File: src/design/adc_spike_canceller_top_macros.svh
// ----------------------------------------------------------------------------
// ADC spike canceller assertion macros
// Concurrent check wrappers; empty bodies when SYNTH is defined.
// ----------------------------------------------------------------------------
`ifndef ADC_SPIKE_CANCELLER_TOP_MACROS_SVH
`define ADC_SPIKE_CANCELLER_TOP_MACROS_SVH

`ifndef SYNTH
`define ASC_ASSERT_IMP(lbl, clk, rst_n, ante, cons) \
    lbl: assert property (@(posedge clk) disable iff (!rst_n) (ante) |-> (cons)) \
        else $error("spike canceller check failed");
`define ASC_ASSERT_NXT(lbl, clk, rst_n, ante, cons) \
    lbl: assert property (@(posedge clk) disable iff (!rst_n) (ante) |=> (cons)) \
        else $error("spike canceller check failed");
`else
`define ASC_ASSERT_IMP(lbl, clk, rst_n, ante, cons)
`define ASC_ASSERT_NXT(lbl, clk, rst_n, ante, cons)
`endif

`endif

File: src/design/asc_ram.sv
// ----------------------------------------------------------------------------
// asc_ram
// Generic simple dual-port RAM, one write and one registered read port.
// ----------------------------------------------------------------------------
module asc_ram #(
    parameter  int WIDTH = 70,
    parameter  int DEPTH = 64,
    localparam int AW    = (DEPTH > 1) ? $clog2(DEPTH) : 1
) (
    input  logic             clk,
    input  logic             we,
    input  logic [AW-1:0]    waddr,
    input  logic [WIDTH-1:0] wdata,
    input  logic             re,
    input  logic [AW-1:0]    raddr,
    output logic [WIDTH-1:0] rdata
);

    logic [WIDTH-1:0] mem [DEPTH];

    // read returns the old contents on a same-address write
    always_ff @(posedge clk)
    begin
        if (we)
        begin
            mem[waddr] <= wdata;
        end
        if (re)
        begin
            rdata <= mem[raddr];
        end
    end

endmodule

File: config.mk
export PLATFORM = sky130hd
export DESIGN_NAME = asc_ram
export DESIGN_NICKNAME = d
export VERILOG_FILES = /design/src/design/adc_spike_canceller_top_macros.svh /design/src/design/asc_ram.sv
export SDC_FILE = /design/constraint.sdc
export NUM_CORES = 2
export LEC_CHECK = 0
export ABC_CLOCK_PERIOD_IN_PS = 15400
export BUFFER_PORTS_ARGS = -buffer_cell sky130_fd_sc_hd__buf_2
export CORE_MARGIN = 3
export CORE_UTILIZATION = 30
export DETAILED_ROUTE_END_ITERATION = 8
export GPL_TIMING_DRIVEN = 0
export PLACE_DENSITY = 0.45
export SLEW_MARGIN = 40
export SYNTH_ARGS = -nofsm -noshare
export SYNTH_HDL_FRONTEND = slang
export SYNTH_MEMORY_MAX_BITS = 65536
export SYNTH_SLANG_ARGS = --single-unit
File: constraint.sdc
create_clock -name clk -period 15.4 [get_ports clk]
set_input_delay 4.62 -clock clk [delete_from_list [all_inputs] [get_ports clk]]
set_output_delay 4.62 -clock clk [all_outputs]
set_load 0.05 [all_outputs]
==> out/results.ini <==
[outcome]
status=finished, final reports clean

[timing]
tns_ps=0
fin_worst_skew_ps=60.8
setup_violations=0
period_share=0.534
final-max-slew-violation-count=0
clock.fmax_mhz=122
rsz0062_at_grt=no
fin_ws_ps=7170
slew_headroom=0.388
finalHoldViolations=0
tightest_slew_ps=919
post-route-min-period_ps=8230

[synth]
yosys_warnings=0
async_reset_ff_frac=0
synth-seq-area-share=0.794
synth_top_area_cell=edfxtp_1
ys_types=33
ys_seq_elements=4550
synthTopCellsByArea=edfxtp_1, mux4_2, mux2i_1
syn_area_um2=172000
syn_area_per_cell_um2=23.2
synthTopCellsByCount=edfxtp_1, mux4_2, nand2_1
syn-num-nets=7496
synth_edf_count=4550
yosysTopAreaCellShare=0.794
synth-main-ff-cell=edfxtp_1
yosysMostFrequentCell=edfxtp_1
syn_inst=7411

[drt]
drt_wl_total_mm=586
drt-initial-drc-count=11300
first_pass_iters=6
drc=0
vias=87400
routedWlPerCell_um=35.6
ant_nets=0
vias_per_cell=5.31

[worst_setup_path]
worstSetupPathType=in -> reg
cp-start-kind=primary input
cp-end-kind=flop
critPathArrivalTime_ps=8920
cp.required_ps=16100
path_max_fanout=10

[floorplanning]
start_util=0.302
core.rowCount=277
die_y_um=764
dieArea_um2=583000
io_pins=155
coreArea_um2=570000
die_w_um=764

[layout]
final_util=0.366
nets=8610
drive_above_1_share=0.319
syn_to_final_growth_pct=21.2

[global_routing]
grt_start_max_net_pins=65
grt_first_pass_wirelength_mm=786
grt_pass1_vias=87500
grtUsageTotal=0.197
grt_antenna_before_repair=86
grt_overflow=0

[placement]
place_congestion=0.773
port_buffers=147
dp_hpwl_mm=413
preCtsSetupSlack_ps=6010

[cts]
clkLatencyLatePin_ps=1040
cts_buffers=468
cts_num_sinks=4550
htreeDepth=5
ctsHoldBuffers=0
clk_pin_slew_ps=60
clockRootBuffer=clkbuf_16
post_cts_resize_count=0
cts_setup_buffers=0
cts_tree=yes
cts_buffer_depth=4

[power]
p_leak_nw=64.9
ir_drop_uv=95.9
p_per_area_nw_per_um2=127

[job]
cap_violations=0

[worst_hold_path]
hold_path_class=reg -> reg

-- logic make-up after synthesis --
group / count (synthesis) / synth area share
AO/OA/AOI/OAI: 411 / 0.0171
buffers and inverters: 443 / 0.0133
flip-flops: 4550 / 0.794
multiplexers: 1267 / 0.155
AND/OR/NAND/NOR: 740 / 0.0209
-- placed cells by master, fill, tap and decap left out, types with 8 or more instances in the layout --
master	n
edfxtp_1	4550
mux4_2	1120
clkbuf_16	475
buf_16	245
buf_2	240
clkbuf_1	210
nand2_1	202
nand3_1	193
buf_8	191
buf_4	173
mux2i_1	147
a22oi_1	140
clkinv_1	116
nand4_1	92
o22ai_1	91
clkinv_2	68
clkbuf_2	63
nor2_4	63
nor2_1	45
bufinv_16	44
o221ai_1	42
or3_1	33
buf_6	32
or2_2	32
nor2b_1	29
o21ai_1	25
and3_1	22
a211oi_1	21
o21ai_0	20
diode_2	19
inv_1	19
a2bb2oi_1	19
a41oi_1	18
buf_12	16
a41oi_2	12
clkinv_16	12
nand2b_1	11
nor2_2	9
a31oi_2	8
clkinvlp_4	8
-- cell type report --
cell class                      instances  area [um2]
Inverter                               19        71.3
Timing Repair Buffer                  644       11200
Clock inverter                        260        2690
Fill cell                           51900      362000
Buffer                                424        2360
Tap cell                             7533        9430
Antenna cell                           19        47.5
Sequential cell                      4550      137000
Clock buffer                          588       12300
Multi-Input combinational cell       2418       34000
-- per-stage QoR --
stage / hold slack [ps] / total power [W] / instances / cell area (um2)
2_1_floorplan: 830 / 0.0147 / 7411 / 172000
3_3_place_gp: 984 / 0.0155 / 15100 / 182000
3_5_place_dp: 952 / 0.0156 / 15600 / 194000
4_1_cts: 972 / 0.0268 / 16400 / 209000
5_1_grt: 1040 / 0.0274 / 16400 / 209000
6_report: 976 / 0.0266 / 16500 / 209000
-- where the power goes --
group / total [W] / switching [W] / internal (W) / leakage (nW)
Combinational: 0.00153 / 0.00107 / 0.000467 / 16.6
Sequential: 0.0138 / 0.0000303 / 0.0137 / 41.0
Clock: 0.0113 / 0.00487 / 0.00638 / 7.28
-- critical path, cell delays in order --
cell	delay (ps)
buf_2	510
buf_4	390
buf_4	550
buf_4	440
buf_2	610
mux2i_1	440
nand2_1	120
a31oi_2	740
nor2_1	390
-- sequential cells by signal, indices dropped and copies added (netlist names) --
signal,flops
rdata,70
mem,4480
-- worst paths after layout --
check | end | cells past startpoint | slack, ps | startpoint
setup / recovery | rdata[61]$_DFFE_PP_ | 9 | 7170 | raddr[1]
hold / removal | rdata[58]$_DFFE_PP_ | 5 | 980 | mem[27][58]$_DFFE_PP_
setup reg to reg | rdata[61]$_DFFE_PP_ | 5 | 12630 | mem[46][61]$_DFFE_PP_
hold reg to reg | rdata[58]$_DFFE_PP_ | 5 | 980 | mem[27][58]$_DFFE_PP_
-- layer usage --
layer / routed length (um) / global-route usage / vias up
met5: 147 / 0 / -
met2: 274000 / 0.313 / 3934
met3: 45800 / 0.0347 / 790
li1: - / - / 34100
met4: 19200 / 0.0578 / 22
met1: 247000 / 0.279 / 48500
(Power assumes the default switching activity.)
