==> config.mk <==
export PLATFORM = sky130hd
export DESIGN_NAME = asc_update
export DESIGN_NICKNAME = d
export VERILOG_FILES = /design/src/design/adc_spike_canceller_top_macros.svh /design/src/design/asc_pkg.sv /design/src/design/asc_update.sv
export SDC_FILE = /design/constraint.sdc
export NUM_CORES = 1
export LEC_CHECK = 0
export ABC_AREA = 1
export BUFFER_PORTS_ARGS = -buffer_cell sky130_fd_sc_hd__buf_2
export CAP_MARGIN = 20
export CORE_UTILIZATION = 30
export DETAILED_ROUTE_END_ITERATION = 6
export PLACE_DENSITY = 0.86
export SLEW_MARGIN = 20
export SYNTH_ARGS = -nofsm -noshare
export SYNTH_HDL_FRONTEND = slang
export SYNTH_SLANG_ARGS = --single-unit
==> constraint.sdc <==
create_clock -name vclk -period 2
set_input_delay 0.2 -clock vclk [all_inputs]
set_output_delay 0.2 -clock vclk [all_outputs]
set_load 0.01 [all_outputs]
==> src/design/adc_spike_canceller_top_macros.svh <==
// ----------------------------------------------------------------------------
// ADC spike canceller assertion macros
// Concurrent check wrappers; empty bodies when SYNTH is defined.
// ----------------------------------------------------------------------------
`ifndef ADC_SPIKE_CANCELLER_TOP_MACROS_SVH
`define ADC_SPIKE_CANCELLER_TOP_MACROS_SVH

`ifndef SYNTH
`define ASC_ASSERT_IMP(lbl, clk, rst_n, ante, cons) \
    lbl: assert property (@(posedge clk) disable iff (!rst_n) (ante) |-> (cons)) \
        else $error("spike canceller check failed");
`define ASC_ASSERT_NXT(lbl, clk, rst_n, ante, cons) \
    lbl: assert property (@(posedge clk) disable iff (!rst_n) (ante) |=> (cons)) \
        else $error("spike canceller check failed");
`else
`define ASC_ASSERT_IMP(lbl, clk, rst_n, ante, cons)
`define ASC_ASSERT_NXT(lbl, clk, rst_n, ante, cons)
`endif

`endif

==> src/design/asc_pkg.sv <==
// ----------------------------------------------------------------------------
// asc_pkg
// Types and constants shared by the ADC spike canceller modules.
// ----------------------------------------------------------------------------
package asc_pkg;

    typedef logic signed [12:0] sample_t;

    typedef enum logic [1:0] {
        CLS_NOISE = 2'd0,
        CLS_HIGH  = 2'd1,
        CLS_LOW   = 2'd2,
        CLS_OTHER = 2'd3
    } cls_t;

    typedef struct packed {
        sample_t     sample_in;
        logic [1:0]  overload_in;
        logic [4:0]  pad_select;
        logic        channel_select;
    } in_item_t;

    typedef struct packed {
        sample_t     sample_out;
        logic [1:0]  overload_out;
    } out_item_t;

    // per-channel history; index 1 is the newest entry
    typedef struct packed {
        cls_t    [5:1]       cls;
        sample_t [4:1]       samp;
        logic    [4:1][1:0]  ovl;
    } hist_t;

    localparam int HIST_W = $bits(hist_t);

    typedef struct packed {
        logic [2:0]  cancel_level;
        logic [11:0] noise_threshold;
        logic [11:0] spike_amplitude;
    } cfg_t;

    localparam int CFG_IDX_W  = 2;
    localparam int CFG_DATA_W = 12;

    localparam logic [CFG_IDX_W-1:0] REG_CANCEL_LEVEL    = 2'd0;
    localparam logic [CFG_IDX_W-1:0] REG_NOISE_THRESHOLD = 2'd1;
    localparam logic [CFG_IDX_W-1:0] REG_SPIKE_AMPLITUDE = 2'd2;

    localparam logic [2:0]  LEVEL_RST = 3'd4;
    localparam logic [11:0] NOISE_RST = 12'd8;
    localparam logic [11:0] AMP_RST   = 12'd150;

endpackage

==> src/design/asc_update.sv <==
// ----------------------------------------------------------------------------
// asc_update
// Spike run detection, history zeroing and shift for one channel entry.
// ----------------------------------------------------------------------------
module asc_update (
    input  asc_pkg::hist_t     hist_cur,
    input  asc_pkg::sample_t   x,
    input  logic [1:0]         xo,
    input  asc_pkg::cls_t      xc,
    input  logic [2:0]         level,
    output asc_pkg::hist_t     hist_new,
    output asc_pkg::out_item_t res
);

    function automatic logic framed(asc_pkg::cls_t c, asc_pkg::cls_t opp);
        return (c == asc_pkg::CLS_NOISE) || (c == opp);
    endfunction

    // bit 0: output zeroed, bits 1..3: s3, s2, s1 zeroed
    function automatic logic [3:0] run_hits(asc_pkg::hist_t h, asc_pkg::cls_t c_in,
                                            logic [2:0] lvl, asc_pkg::cls_t d,
                                            asc_pkg::cls_t opp);
        logic [3:0] r;
        r = '0;
        if (framed(h.cls[5], opp) && (h.cls[4] == d))
        begin
            if (framed(h.cls[3], opp))
            begin
                r[0] = 1'b1;
            end
            if ((lvl >= 3'd2) && (h.cls[3] == d) && framed(h.cls[2], opp))
            begin
                r[1:0] = 2'b11;
            end
            if ((lvl >= 3'd3) && (h.cls[3] == d) && (h.cls[2] == d)
                && framed(h.cls[1], opp))
            begin
                r[2:0] = 3'b111;
            end
            if ((lvl >= 3'd4) && (h.cls[3] == d) && (h.cls[2] == d)
                && (h.cls[1] == d) && framed(c_in, opp))
            begin
                r = 4'b1111;
            end
        end
        return r;
    endfunction

    logic [3:0]       zero;
    asc_pkg::sample_t s1z;
    asc_pkg::sample_t s2z;
    asc_pkg::sample_t s3z;

    assign zero = run_hits(hist_cur, xc, level, asc_pkg::CLS_HIGH, asc_pkg::CLS_LOW)
                | run_hits(hist_cur, xc, level, asc_pkg::CLS_LOW, asc_pkg::CLS_HIGH);

    assign s3z = zero[1] ? '0 : hist_cur.samp[3];
    assign s2z = zero[2] ? '0 : hist_cur.samp[2];
    assign s1z = zero[3] ? '0 : hist_cur.samp[1];

    always_comb
    begin
        hist_new.cls[5]  = hist_cur.cls[4];
        hist_new.cls[4]  = hist_cur.cls[3];
        hist_new.cls[3]  = hist_cur.cls[2];
        hist_new.cls[2]  = hist_cur.cls[1];
        hist_new.cls[1]  = hist_cur.cls[1];
        hist_new.samp[4] = s3z;
        hist_new.samp[3] = s2z;
        hist_new.samp[2] = s1z;
        hist_new.samp[1] = s1z;
        hist_new.ovl[4]  = hist_cur.ovl[3];
        hist_new.ovl[3]  = hist_cur.ovl[2];
        hist_new.ovl[2]  = hist_cur.ovl[1];
        hist_new.ovl[1]  = hist_cur.ovl[1];
        // insertion point sets the delay
        priority if (level >= 3'd3)
        begin
            hist_new.cls[1]  = xc;
            hist_new.samp[1] = x;
            hist_new.ovl[1]  = xo;
        end
        else if (level >= 3'd2)
        begin
            hist_new.cls[2]  = xc;
            hist_new.samp[2] = x;
            hist_new.ovl[2]  = xo;
        end
        else
        begin
            hist_new.cls[3]  = xc;
            hist_new.samp[3] = x;
            hist_new.ovl[3]  = xo;
        end
    end

    assign res.sample_out   = zero[0] ? '0 : hist_cur.samp[4];
    assign res.overload_out = hist_cur.ovl[4];

endmodule
==> run_results.csv <==
group,metric,value,unit
timing,max_slew_margin,0.7218,
detailed_routing,drtPass1Iterations,7,
floorplanning,start_util,0.3167,
timing,holdWs,400.0,ps
setup_path,end_kind,"output pin",
cells_and_area,seq_cells,0,
clock_tree,cts_setup_buffers,0,
synthesis,syn_inst,322,
floorplanning,num_rows,24,
pwr,power.leakage,1.586,nW
clock_tree,post_cts_resized,0,
timing,hold_viol,0,
placement,dpl_cell_area,2202,µm²
detailed_routing,drtIter0Drc,153,
floorplanning,pin_count,175,
cells_and_area,fin_area,2217,µm²
cells_and_area,syn_to_final_growth,57.51,%
cells_and_area,nFillCells,483,
global_route,grt_max_degree,31,
cells_and_area,final_cell_mix,"167 x buf_2, 91 x nand2_1, 75 x inv_1, 62 x nor2_1, 35 x o21ai_0",
pwr,total_power,0.4983,mW
pwr,p_per_area,224.7,nW/µm²
synthesis,yosys-top-cells-area,"nand2_1 24%, inv_1 20%, nor2_1 17%",
placement,gp_congestion,0.8738,
setup_path,cp_max_fo,14,
floorplanning,die_w,70.50,µm
timing,worst_slew_pin_slew,414.1,ps
placement,port_buffers,167,
synthesis,ys_seq_area_frac,0,
run_status,status,"finished, violations left",
timing,timing.final.ws_setup,217.2,ps
floorplanning,chipHeight,70.50,µm
cells_and_area,nets,566,
cells_and_area,nClkBuffers,0,
synthesis,yosysWarnings,0,
min_path,hp-class,"input port to output pin",
synthesis,syn-num-nets,412,
timing,finalSetupViolCount,0,
cells_and_area,layout_commonest_cell,"buf_2",
floorplanning,core_area,4444,µm²
synthesis,synth.distinct_cells,19,
timing,max_freq,560.9,MHz
timing,period_share,0.8914,
placement,hpwl,4251,µm
global_route,grt_overflow,0,
global_route,grt_util_all_layers,0.1885,
detailed_routing,postRouteWirelength,5045,µm
cells_and_area,drive_gt1_frac,0.4114,
global_route,first_global_vias,1974,
cells_and_area,antenna_cells,0,
setup_path,crit_type,"input port to output pin",
clock_tree,cts_hold_repair.buffers,0,
synthesis,syn_area_per_cell,4.371,µm²
detailed_routing,drc,24,
global_route,antenna_found_initial,0,
synthesis,synthesis.area,1408,µm²
run_status,violations,"design-rule violations",
setup_path,cp.required,1800,ps
synthesis,synth.top_cell.area_share,0.2427,
placement,post-place-ws,132.0,ps
detailed_routing,avgViaCountPerCell,4.397,
timing,rsz0062_at_grt,"no",
run,cap_violations,0,
timing,fin_setup_tns,0,ps
global_route,grt_first_pass_wirelength,8135,µm
setup_path,cp.arrival,1580,ps
timing,min_period,1783,ps
cells_and_area,regArea,0,µm²
detailed_routing,wl_per_cell,9.591,µm
synthesis,synth_top_area_cell,"nand2_1",
timing,drv_slew,0,
detailed_routing,vias,2313,
floorplanning,fp.dieArea,4970,µm²
setup_path,cp-start-kind,"input port",
detailed_routing,antenna_left,0,
pwr,vdd_ir_drop_max,0.09396,mV
per-stage QoR:
stage | std cells | utilization
final | 526 | 0.4989
after floorplan | 322 | -
after detailed placement | 524 | 0.4955
after global placement | 524 | 0.4955
after global routing | 526 | 0.4989
after CTS | 524 | 0.4955
per-layer routing:
layer	vias to the layer above	global-route usage	wire length, µm
li1	1232	-	-
met1	962	0.2265	2103
met2	107	0.3722	2543
met3	12	0.01443	361
met4	0	0.01814	36
met5	-	0	0
final timing paths:
path / start / end / cells after the start
worst min-delay path: hist_cur[5] / hist_new[7] / 0
worst max-delay path: hist_cur[69] / hist_new[44] / 9
where the power goes:
part | internal [mW] | switching, mW | total (mW)
registers | 0 | 0 | 0
clock network | 0 | 0 | 0
logic | 0.217 | 0.282 | 0.498
kinds of logic after synthesis:
group | count (synthesis) | synth area share
AND/OR/NAND/NOR | 181 | 0.5458
buffers and inverters | 101 | 0.3102
AO/OA/AOI/OAI | 40 | 0.1440
synthesized netlist by cell type, drive strengths merged:
cell and n:
nand2 95, inv 80, nor2 74, o21ai 35, buf 13, clkbuf 8
nand3 5, a21oi 4, nor3 4, nand4 3, a22oi 1
cell type report:
cell class / count / area, µm² / share of cell area
Inverter: 80 / 300.3 / 0.1354
Multi-Input combinational cell: 221 / 970.9 / 0.4379
Tap cell: 52 / 65.06 / 0.02935
Timing Repair Buffer: 173 / 880.8 / 0.3973
critical path, cell delays in order:
cell,delay [ps]
buf_2,110
nor3_1,380
nand3_1,210
nand2_4,210
nor2_4,60
buf_4,170
nand2_1,60
nand2_1,40
buf_2,130
(Power assumes the default switching activity.)
