[config.mk]
export PLATFORM = sky130hd
export DESIGN_NAME = asc_front
export DESIGN_NICKNAME = d
export VERILOG_FILES = /design/src/design/adc_spike_canceller_top_macros.svh /design/src/design/asc_pkg.sv /design/src/design/asc_front.sv
export SDC_FILE = /design/constraint.sdc
export NUM_CORES = 1
export LEC_CHECK = 0
export BUFFER_PORTS_ARGS = -buffer_cell sky130_fd_sc_hd__buf_2
export CORE_ASPECT_RATIO = 1.2
export CORE_MARGIN = 2
export CORE_UTILIZATION = 41
export DETAILED_ROUTE_END_ITERATION = 8
export PLACE_DENSITY = 0.79
export RECOVER_POWER = 100
export SLEW_MARGIN = 10
export SYNTH_ARGS = -nofsm -noshare
export SYNTH_HDL_FRONTEND = slang
export SYNTH_SLANG_ARGS = --single-unit
[constraint.sdc]
create_clock -name vclk -period 3
set_input_delay 0.3 -clock vclk [all_inputs]
set_output_delay 0.3 -clock vclk [all_outputs]
set_load 0.01 [all_outputs]
[src/design/adc_spike_canceller_top_macros.svh]
// ----------------------------------------------------------------------------
// ADC spike canceller assertion macros
// Concurrent check wrappers; empty bodies when SYNTH is defined.
// ----------------------------------------------------------------------------
`ifndef ADC_SPIKE_CANCELLER_TOP_MACROS_SVH
`define ADC_SPIKE_CANCELLER_TOP_MACROS_SVH

`ifndef SYNTH
`define ASC_ASSERT_IMP(lbl, clk, rst_n, ante, cons) \
    lbl: assert property (@(posedge clk) disable iff (!rst_n) (ante) |-> (cons)) \
        else $error("spike canceller check failed");
`define ASC_ASSERT_NXT(lbl, clk, rst_n, ante, cons) \
    lbl: assert property (@(posedge clk) disable iff (!rst_n) (ante) |=> (cons)) \
        else $error("spike canceller check failed");
`else
`define ASC_ASSERT_IMP(lbl, clk, rst_n, ante, cons)
`define ASC_ASSERT_NXT(lbl, clk, rst_n, ante, cons)
`endif

`endif

[src/design/asc_pkg.sv]
// ----------------------------------------------------------------------------
// asc_pkg
// Types and constants shared by the ADC spike canceller modules.
// ----------------------------------------------------------------------------
package asc_pkg;

    typedef logic signed [12:0] sample_t;

    typedef enum logic [1:0] {
        CLS_NOISE = 2'd0,
        CLS_HIGH  = 2'd1,
        CLS_LOW   = 2'd2,
        CLS_OTHER = 2'd3
    } cls_t;

    typedef struct packed {
        sample_t     sample_in;
        logic [1:0]  overload_in;
        logic [4:0]  pad_select;
        logic        channel_select;
    } in_item_t;

    typedef struct packed {
        sample_t     sample_out;
        logic [1:0]  overload_out;
    } out_item_t;

    // per-channel history; index 1 is the newest entry
    typedef struct packed {
        cls_t    [5:1]       cls;
        sample_t [4:1]       samp;
        logic    [4:1][1:0]  ovl;
    } hist_t;

    localparam int HIST_W = $bits(hist_t);

    typedef struct packed {
        logic [2:0]  cancel_level;
        logic [11:0] noise_threshold;
        logic [11:0] spike_amplitude;
    } cfg_t;

    localparam int CFG_IDX_W  = 2;
    localparam int CFG_DATA_W = 12;

    localparam logic [CFG_IDX_W-1:0] REG_CANCEL_LEVEL    = 2'd0;
    localparam logic [CFG_IDX_W-1:0] REG_NOISE_THRESHOLD = 2'd1;
    localparam logic [CFG_IDX_W-1:0] REG_SPIKE_AMPLITUDE = 2'd2;

    localparam logic [2:0]  LEVEL_RST = 3'd4;
    localparam logic [11:0] NOISE_RST = 12'd8;
    localparam logic [11:0] AMP_RST   = 12'd150;

endpackage

[src/design/asc_front.sv]
// ----------------------------------------------------------------------------
// asc_front
// Sample classification and channel history address generation.
// ----------------------------------------------------------------------------
module asc_front #(
    parameter  int PAD_COUNT      = 32,
    parameter  int INPUTS_PER_PAD = 2,
    localparam int DEPTH          = PAD_COUNT * INPUTS_PER_PAD,
    localparam int ADDR_W         = (DEPTH > 1) ? $clog2(DEPTH) : 1
) (
    input  asc_pkg::in_item_t  item,
    input  asc_pkg::cfg_t      cfg,
    output asc_pkg::cls_t      cls,
    output logic [ADDR_W-1:0]  addr
);

    logic [12:0] mag;
    logic [6:0]  pad_w;
    logic [6:0]  pad_sat;
    logic [2:0]  ch_w;
    logic [2:0]  ch_sat;
    logic        is_pos;
    logic        is_neg;
    logic        below_amp;

    assign mag = item.sample_in[12] ? 13'(-item.sample_in) : 13'(item.sample_in);
    assign is_neg = item.sample_in[12];
    assign is_pos = !item.sample_in[12] && (item.sample_in != '0);
    // |s| < amp covers both spike signs
    assign below_amp = mag < {1'b0, cfg.spike_amplitude};

    always_comb
    begin
        priority if (mag < {1'b0, cfg.noise_threshold})
        begin
            cls = asc_pkg::CLS_NOISE;
        end
        else if (is_pos && below_amp)
        begin
            cls = asc_pkg::CLS_HIGH;
        end
        else if (is_neg && below_amp)
        begin
            cls = asc_pkg::CLS_LOW;
        end
        else
        begin
            cls = asc_pkg::CLS_OTHER;
        end
    end

    assign pad_w   = 7'(item.pad_select);
    assign pad_sat = (pad_w >= 7'(PAD_COUNT)) ? 7'(PAD_COUNT - 1) : pad_w;
    assign ch_w    = 3'(item.channel_select);
    assign ch_sat  = (ch_w >= 3'(INPUTS_PER_PAD)) ? 3'(INPUTS_PER_PAD - 1) : ch_w;

    assign addr = ADDR_W'(32'(pad_sat) * 32'(INPUTS_PER_PAD) + 32'(ch_sat));

endmodule

==> flow_metrics.env, run 1 <==
export IMPL_viasPerCell=4.81
export IMPL_die_height_um=54.6
export IMPL_antenna_violating_nets_post_route=0
export IMPL_worst_pin_slew_ps=446
export IMPL_hold_path_startpoint="item[0]"
export IMPL_holdPathEnd="addr[0]"
export IMPL_netlist_cell_types=32
export IMPL_place_ws_ps=-315
export IMPL_drt_iter0_drc=7
export IMPL_pwr_share_comb=1.000
export IMPL_failed_checks="setup timing"
export IMPL_max_slew_violation_total_from_the_final_report=0
export IMPL_switchingPower_w=0.000110
export IMPL_core_area_um2=2050
export IMPL_wl_per_cell_um=11.2
export IMPL_power_leakage_nw=0.771
export IMPL_holdPathStages=0
export IMPL_postCtsHoldBufs=0
export IMPL_finalHoldViolCount=0
export IMPL_finalSetupTns_ps=-234
export IMPL_worst_setup_path_end_kind="output port"
export IMPL_antenna_diode_count=0
export IMPL_synth_cells=124
export IMPL_setup_worst_path_start_class="input port"
export IMPL_gp_routability_congestion=0.787
export IMPL_cp_data_arrival_time_ps=2830
export IMPL_port_buffer_count=39
export IMPL_floorplan_initialDensity=0.427
export IMPL_num_clock_buffers=0
export IMPL_gr_usage_all_layers=0.190
export IMPL_post_route_cells_drive_above_1_share=0.440
export IMPL_rsz0062_at_grt="yes"
export IMPL_timing_final_crit_share=1.04
export IMPL_synthesis_area_per_instance_um2=7.06
export IMPL_area_growth_syn_to_layout_pct=51.1
export IMPL_power_density_nw_per_um2=175
export IMPL_timing_final_setup_violations=2
export IMPL_syn_cell_area_um2=876
export IMPL_grt_start_max_net_pins=17
export IMPL_post_dp_hpwl_um=2030
export IMPL_total_power_w=0.000231
export IMPL_max_freq_mhz=319
export IMPL_critPathKind="input port to output port"
export IMPL_maxCapViolations=0
export IMPL_hold_class="input port to output port"
export IMPL_finalNetCount=255
export IMPL_nFlopsAndLatches=0
export IMPL_finalWorstPathRequiredPeriod_ps=3130
export IMPL_post_route_worst_setup_slack_ps=-134
export IMPL_peakVddDrop_mv=0.106
export IMPL_layout_common_cells="38 x buf_2, 26 x buf_4, 23 x inv_1, 22 x ha_1, 9 x nand2_1"
export IMPL_register_area_um2=0
export IMPL_number_of_antenna_violations_at_the_first_check_in_global_routing=0
export IMPL_crit_required_ps=2700
export IMPL_worst_setup_path_startpoint="item[14]"
export IMPL_drt_pre_antenna_iters=4
export IMPL_status="finished with violations"
export IMPL_power_frac_clock=0
export IMPL_critPathMaxFanout=3
export IMPL_num_io_pins=56
export IMPL_synthesis_nets=195
export IMPL_wire_length_of_the_first_global_routing_pass_um=3630
export IMPL_dpl_cell_area_um2=1240
export IMPL_rows=18
export IMPL_die_width_um=46.2
export IMPL_post_route_cell_area_um2=1320
export IMPL_synth_sequential_area_ratio=0
export IMPL_drc_errors=0
export IMPL_vias_in_the_first_global_route=941
export IMPL_via_count=1019
export IMPL_internal_power_of_the_cells_w=0.000121
export IMPL_wl_um=2360
export IMPL_grt_overflow=0
export IMPL_swShare=0.477
export IMPL_max_slew_margin=0.700
export IMPL_warnings_from_yosys=0
export IMPL_p_seq_frac=0
export IMPL_floorplan_die_area_um2=2520
export IMPL_final_common_cell="buf_2"
[per-stage QoR]
stage | hold slack (ps) | instances | utilization
2_1_floorplan | 692 | 124 | -
3_3_place_gp | 600 | 210 | 0.605
3_5_place_dp | 600 | 210 | 0.605
4_1_cts | 600 | 211 | 0.628
5_1_grt | 600 | 212 | 0.646
6_report | 600 | 212 | 0.646
[cells in the mapped netlist]
| cell type | n | area share |
|---|---|---|
| inv_1 | 24 | 0.10 |
| ha_1 | 23 | 0.33 |
| nand2_1 | 9 | 0.039 |
| a21oi_1 | 8 | 0.046 |
| xnor2_1 | 8 | 0.080 |
| buf_4 | 6 | 0.051 |
| o21ai_0 | 6 | 0.034 |
| nor2_1 | 5 | 0.021 |
| a21o_1 | 3 | 0.026 |
| nand2b_1 | 3 | 0.021 |
| nand3_1 | 3 | 0.017 |
| a211oi_1 | 2 | 0.017 |
| nand4_1 | 2 | 0.014 |
| o31ai_1 | 2 | 0.017 |
| or4_1 | 2 | 0.017 |
| xor2_1 | 2 | 0.020 |
| a221oi_1 | 1 | 0.010 |
| a31oi_1 | 1 | 0.0071 |
| a41o_1 | 1 | 0.011 |
| clkbuf_1 | 1 | 0.0043 |
| nor2b_1 | 1 | 0.0071 |
| nor3_1 | 1 | 0.0057 |
| nor4_1 | 1 | 0.0071 |
| nor4_2 | 1 | 0.014 |
| o211a_1 | 1 | 0.011 |
| o211ai_1 | 1 | 0.0086 |
| o21ai_1 | 1 | 0.0057 |
| o21bai_1 | 1 | 0.0086 |
| o41ai_2 | 1 | 0.019 |
| or2_1 | 1 | 0.0071 |
| or3_1 | 1 | 0.0071 |
| or3_4 | 1 | 0.013 |
[metal layers]
layer  vias up  track usage  share of wire
li1        545            -              -
met3         0      0.00330          0.037
met4         0       0.0190              0
met1       447        0.221           0.41
met2        27        0.384           0.56
met5         -            0              0
[timing repair]
item,CTS,global route
gates resized for setup,7,9
buffers inserted,1,1
endpoints found under the setup margin,2,2
pin swaps,8,7
[kinds of logic after synthesis]
| logic type | after synthesis | share of synthesized area |
|---|---|---|
| adder cells (fa/ha/maj) | 23 | 0.329 |
| buffers and inverters | 31 | 0.159 |
| XOR/XNOR | 10 | 0.100 |
| AND/OR/NAND/NOR | 31 | 0.191 |
| AO/OA/AOI/OAI | 29 | 0.221 |
[final cells by class]
type | count | area, um^2
Tap cell | 30 | 37.5
Multi-Input combinational cell | 93 | 800
Fill cell | 167 | 726
Inverter | 24 | 90.1
Timing Repair Buffer | 65 | 397
[power groups by stage]
stage	Clock, W	Combinational (W)	Sequential [W]
final	0	0.000231	0
after floorplan	0	0.000126	0
after CTS	0	0.000223	0
after detailed placement	0	0.000210	0
after global routing	0	0.000260	0
after global placement	0	0.000198	0
[worst max path at each step]
stage	cells past startpoint	slack [ps]	to
after floorplan	10	120	cls[0]
after global placement	12	-170	cls[1]
after detailed placement	12	-310	cls[0]
after CTS	12	-230	cls[0]
after global routing	12	-200	cls[0]
final	12	-130	cls[0]
[critical path, cell delays in order]
cell and delay [ps]:
buf_6 90, or3_4 380, or2_4 260, o41ai_4 260
xnor2_2 170, ha_1 280, nand3_2 100, nor3_2 50
or4_4 530, o21bai_1 140, o211ai_1 110, buf_2 150
No activity file was read; power rests on OpenSTA's default activity.
==> inputs of run 2 (changes only) <==
Settings changed: REMOVE_ABC_BUFFERS set to 1.
==> flow_metrics.env, run 2 (same netlist as run 1, synthesis figures left out) <==
export IMPL_rsz0062_at_grt="yes"
export IMPL_drt_pre_antenna_iters=4
export IMPL_hold_path_startpoint="item[0]"
export IMPL_crit_required_ps=2700
export IMPL_setup_worst_path_start_class="input port"
export IMPL_die_height_um=54.6
export IMPL_pwr_share_comb=1.000
export IMPL_wl_per_cell_um=10.8
export IMPL_failed_checks="setup timing"
export IMPL_hold_class="input port to output port"
export IMPL_drc_errors=0
export IMPL_holdPathStages=0
export IMPL_antenna_diode_count=0
export IMPL_post_route_cells_drive_above_1_share=0.418
export IMPL_grt_overflow=0
export IMPL_port_buffer_count=39
export IMPL_viasPerCell=4.81
export IMPL_post_dp_hpwl_um=2010
export IMPL_timing_final_crit_share=1.06
export IMPL_antenna_violating_nets_post_route=0
export IMPL_drt_iter0_drc=6
export IMPL_area_growth_syn_to_layout_pct=51.0
export IMPL_post_route_util=0.645
export IMPL_cp_data_arrival_time_ps=2880
export IMPL_critPathMaxFanout=3
export IMPL_total_power_w=0.000225
export IMPL_wire_length_of_the_first_global_routing_pass_um=3580
export IMPL_max_freq_mhz=314
export IMPL_holdPathEnd="addr[0]"
export IMPL_final_common_cell="buf_2"
export IMPL_numPlacedInstances=211
export IMPL_power_leakage_nw=0.769
export IMPL_num_io_pins=56
export IMPL_rows=18
export IMPL_power_density_nw_per_um2=170
export IMPL_via_count=1020
export IMPL_maxCapViolations=0
export IMPL_post_route_worst_setup_slack_ps=-181
export IMPL_post_route_cell_area_um2=1320
export IMPL_register_area_um2=0
export IMPL_timing_final_setup_violations=2
export IMPL_finalSetupTns_ps=-346
export IMPL_dpl_cell_area_um2=1250
export IMPL_max_slew_violation_total_from_the_final_report=0
export IMPL_num_clock_buffers=0
export IMPL_power_frac_clock=0
export IMPL_layout_common_cells="37 x buf_2, 26 x buf_4, 24 x inv_1, 23 x ha_1, 9 x nand2_1"
export IMPL_finalNetCount=255
export IMPL_peakVddDrop_mv=0.0967
export IMPL_max_slew_margin=0.745
export IMPL_core_area_um2=2050
export IMPL_finalNonFillerCells=212
export IMPL_gp_routability_congestion=0.824
export IMPL_wl_um=2290
export IMPL_worst_pin_slew_ps=380
export IMPL_internal_power_of_the_cells_w=0.000119
export IMPL_finalHoldViolCount=0
export IMPL_p_seq_frac=0
export IMPL_switchingPower_w=0.000107
export IMPL_vias_in_the_first_global_route=975
export IMPL_number_of_antenna_violations_at_the_first_check_in_global_routing=0
export IMPL_swShare=0.474
export IMPL_postCtsHoldBufs=0
export IMPL_grt_start_max_net_pins=11
export IMPL_gr_usage_all_layers=0.182
export IMPL_floorplan_initialDensity=0.427
export IMPL_die_width_um=46.2
export IMPL_critPathKind="input port to output port"
export IMPL_floorplan_die_area_um2=2520
export IMPL_worst_setup_path_end_kind="output port"
export IMPL_nFlopsAndLatches=0
export IMPL_finalWorstPathRequiredPeriod_ps=3180
export IMPL_status="finished with violations"
==> run 2: cell counts in the layout (fill, tap and decap cells not counted) <==
Identical to the previous run, type by type.
==> run 2: timing repair <==
action / in CTS / in global routing
setup endpoints to repair: 2 / 2
gates cloned: 0 / 0
pin swaps: 4 / 7
resized for setup: 6 / 7
setup buffers: 1 / 0
==> run 2: how the worst max path moves through the flow <==
| stage | from | endpoint | slack, ps | cells after the start |
|---|---|---|---|---|
| final | item[14] | cls[0] | -180 | 13 |
| after global routing | item[14] | cls[0] | -300 | 13 |
| after CTS | item[14] | cls[0] | -220 | 12 |
| after detailed placement | item[14] | cls[1] | -270 | 12 |
| after global placement | item[14] | cls[1] | -170 | 12 |
| after floorplan | item[14] | cls[0] | 120 | 10 |
==> run 2: per-layer routing <==
layer | up-vias | share of wire | track usage
met1 | 436 | 0.40 | 0.186
met2 | 39 | 0.55 | 0.384
met5 | - | 0 | 0
met3 | 0 | 0.054 | 0.0297
li1 | 545 | - | -
met4 | 0 | 0 | 0.00952
==> run 2: power by group through the flow <==
| stage | registers [W] | clock network, W | logic (W) |
|---|---|---|---|
| floorplan | 0 | 0 | 0.000116 |
| global placement | 0 | 0 | 0.000198 |
| detailed placement | 0 | 0 | 0.000210 |
| CTS | 0 | 0 | 0.000220 |
| global route | 0 | 0 | 0.000254 |
| finish | 0 | 0 | 0.000225 |
==> run 2: cell type report <==
| type | instances | area, um^2 |
|---|---|---|
| Fill cell | 188 | 727 |
| Inverter | 24 | 90.1 |
| Multi-Input combinational cell | 93 | 792 |
| Tap cell | 30 | 37.5 |
| Timing Repair Buffer | 65 | 403 |
==> run 2: critical path, cell delays in order <==
cell      delay [ps]
buf_6             90
or3_4            380
or2_4            270
buf_4            140
o21ai_4          140
xnor2_2          160
ha_1             310
a21oi_2          160
nor2_1            50
or4_4            500
o21bai_1         140
o211ai_1         100
buf_2            150
==> run 2: stage by stage <==
stage	setup WS, ps	hold WS [ps]
after global placement	-174	600
after CTS	-217	600
after detailed placement	-266	600
after floorplan	122	600
final	-181	600
after global routing	-304	600
==> inputs of run 3 (changes only) <==
Settings changed: CORE_UTILIZATION 41 to 45, PLACE_DENSITY 0.79 to 0.82.
Clock period 3 ns to 3.3 ns, I/O delays scaled along.
==> flow_metrics.env, run 3 (same netlist as run 1, synthesis figures left out) <==
export IMPL_wl_um=2140
export IMPL_worst_pin_slew_ps=394
export IMPL_p_seq_frac=0
export IMPL_wire_length_of_the_first_global_routing_pass_um=3460
export IMPL_setup_worst_path_start_class="input port"
export IMPL_layout_common_cells="38 x buf_2, 24 x inv_1, 23 x ha_1, 9 x nand2_1"
export IMPL_critical_path_max_stage_delay_ps=550
export IMPL_grt_start_max_net_pins=17
export IMPL_post_route_cell_area_um2=1160
export IMPL_worst_setup_path_end_kind="output port"
export IMPL_floorplan_die_area_um2=2320
export IMPL_viasPerCell=5.42
export IMPL_routed_wl_met3_um=135
export IMPL_maxCapViolations=0
export IMPL_status="finished clean"
export IMPL_drt_pre_antenna_iters=4
export IMPL_finalNetCount=237
export IMPL_hold_class="input port to output port"
export IMPL_finalWorstPathRequiredPeriod_ps=3280
export IMPL_wl_per_cell_um=11.7
export IMPL_worst_setup_path_startpoint="item[14]"
export IMPL_critPathMaxFanout=3
export IMPL_max_slew_violation_total_from_the_final_report=0
export IMPL_antenna_diode_count=0
export IMPL_post_dp_hpwl_um=1830
export IMPL_swShare=0.513
export IMPL_grt_overflow=0
export IMPL_crit_required_ps=2970
export IMPL_gr_usage_all_layers=0.190
export IMPL_critPathKind="input port to output port"
export IMPL_floorplan_initialDensity=0.479
export IMPL_post_route_cells_drive_above_1_share=0.354
export IMPL_finalHoldViolCount=0
export IMPL_vias_in_the_first_global_route=923
export IMPL_number_of_antenna_violations_at_the_first_check_in_global_routing=0
export IMPL_internal_power_of_the_cells_w=0.0000903
export IMPL_die_width_um=44.3
export IMPL_power_leakage_nw=0.675
export IMPL_peakVddDrop_mv=0.0794
export IMPL_top_layer_used="met4"
export IMPL_antenna_violating_nets_post_route=0
export IMPL_dpl_cell_area_um2=1080
export IMPL_core_area_um2=1830
export IMPL_cp_data_arrival_time_ps=2950
export IMPL_cp_cell_sequence="buf_2, or3_4, or2_4, o41ai_4, xnor2_1, ha_1, nand3_2, nor3_2, or4_4, o21bai_1, o211ai_1, buf_2"
export IMPL_met2_wirelength_um=1140
export IMPL_register_area_um2=0
export IMPL_num_clock_buffers=0
export IMPL_nFlopsAndLatches=0
export IMPL_power_density_nw_per_um2=160
export IMPL_cp_slowest_cell="or4_4"
export IMPL_via_count=992
export IMPL_port_buffer_count=39
export IMPL_area_growth_syn_to_layout_pct=32.4
export IMPL_pwr_share_comb=1.000
export IMPL_place_ws_ps=-65.5
export IMPL_switchingPower_w=0.0000952
export IMPL_power_frac_clock=0
export IMPL_timing_final_crit_share=0.994
export IMPL_worst_path_most_repeated_cell="buf_2"
export IMPL_drt_iter0_drc=15
export IMPL_wirelength_met1_um=833
export IMPL_die_height_um=52.3
export IMPL_num_io_pins=56
export IMPL_max_slew_margin=0.735
export IMPL_path_buf_inv=2
export IMPL_gp_routability_congestion=0.836
export IMPL_max_freq_mhz=305
export IMPL_hold_path_startpoint="item[0]"
export IMPL_postCtsHoldBufs=0
export IMPL_cpLargestDelayFamily="simple AND/OR/NAND/NOR gates"
export IMPL_timing_final_setup_violations=0
export IMPL_drc_errors=0
export IMPL_final_common_cell="buf_2"
export IMPL_rows=17
export IMPL_post_route_worst_setup_slack_ps=18.8
run 3: final timing paths:
check | slack (ps) | to | depth (start not counted)
max | 20 | cls[0] | 12
min | 660 | addr[0] | 0
run 3: repair_timing:
action / CTS / global route
pin swaps: 6 / 10
resized for setup: 6 / 5
hold endpoints to repair: 0 / 0
setup endpoints to repair: 2 / 2
setup buffers: 1 / 2
run 3: layout make-up:
cell class / instances / area, um^2
multi-input combinational: 93 / 785
timing repair buffer: 47 / 262
inverter: 24 / 90.1
tap: 19 / 23.8
fill: 152 / 669
run 3: power groups by stage:
stage / clock network, W / logic [W] / registers, W
after floorplan: 0 / 0.000106 / 0
after global placement: 0 / 0.000159 / 0
after detailed placement: 0 / 0.000168 / 0
after CTS: 0 / 0.000179 / 0
after global routing: 0 / 0.000213 / 0
final: 0 / 0.000186 / 0
run 3: per-layer routing:
| metal | track usage | vias to the layer above |
|---|---|---|
| met5 | 0 | - |
| li1 | - | 506 |
| met2 | 0.377 | 42 |
| met3 | 0.0345 | 4 |
| met1 | 0.208 | 440 |
| met4 | 0.0202 | 0 |
run 3: per-stage QoR:
step / utilization / hold WS (ps) / setup TNS, ps / total power, W / instances
5_1_grt: 0.634 / 660 / -70.5 / 0.000213 / 183
3_5_place_dp: 0.592 / 660 / -112 / 0.000168 / 180
3_3_place_gp: 0.592 / 660 / 0 / 0.000159 / 180
2_1_floorplan: - / 660 / 0 / 0.000106 / 117
4_1_cts: 0.615 / 660 / 0 / 0.000179 / 181
6_report: 0.634 / 660 / 0 / 0.000186 / 183
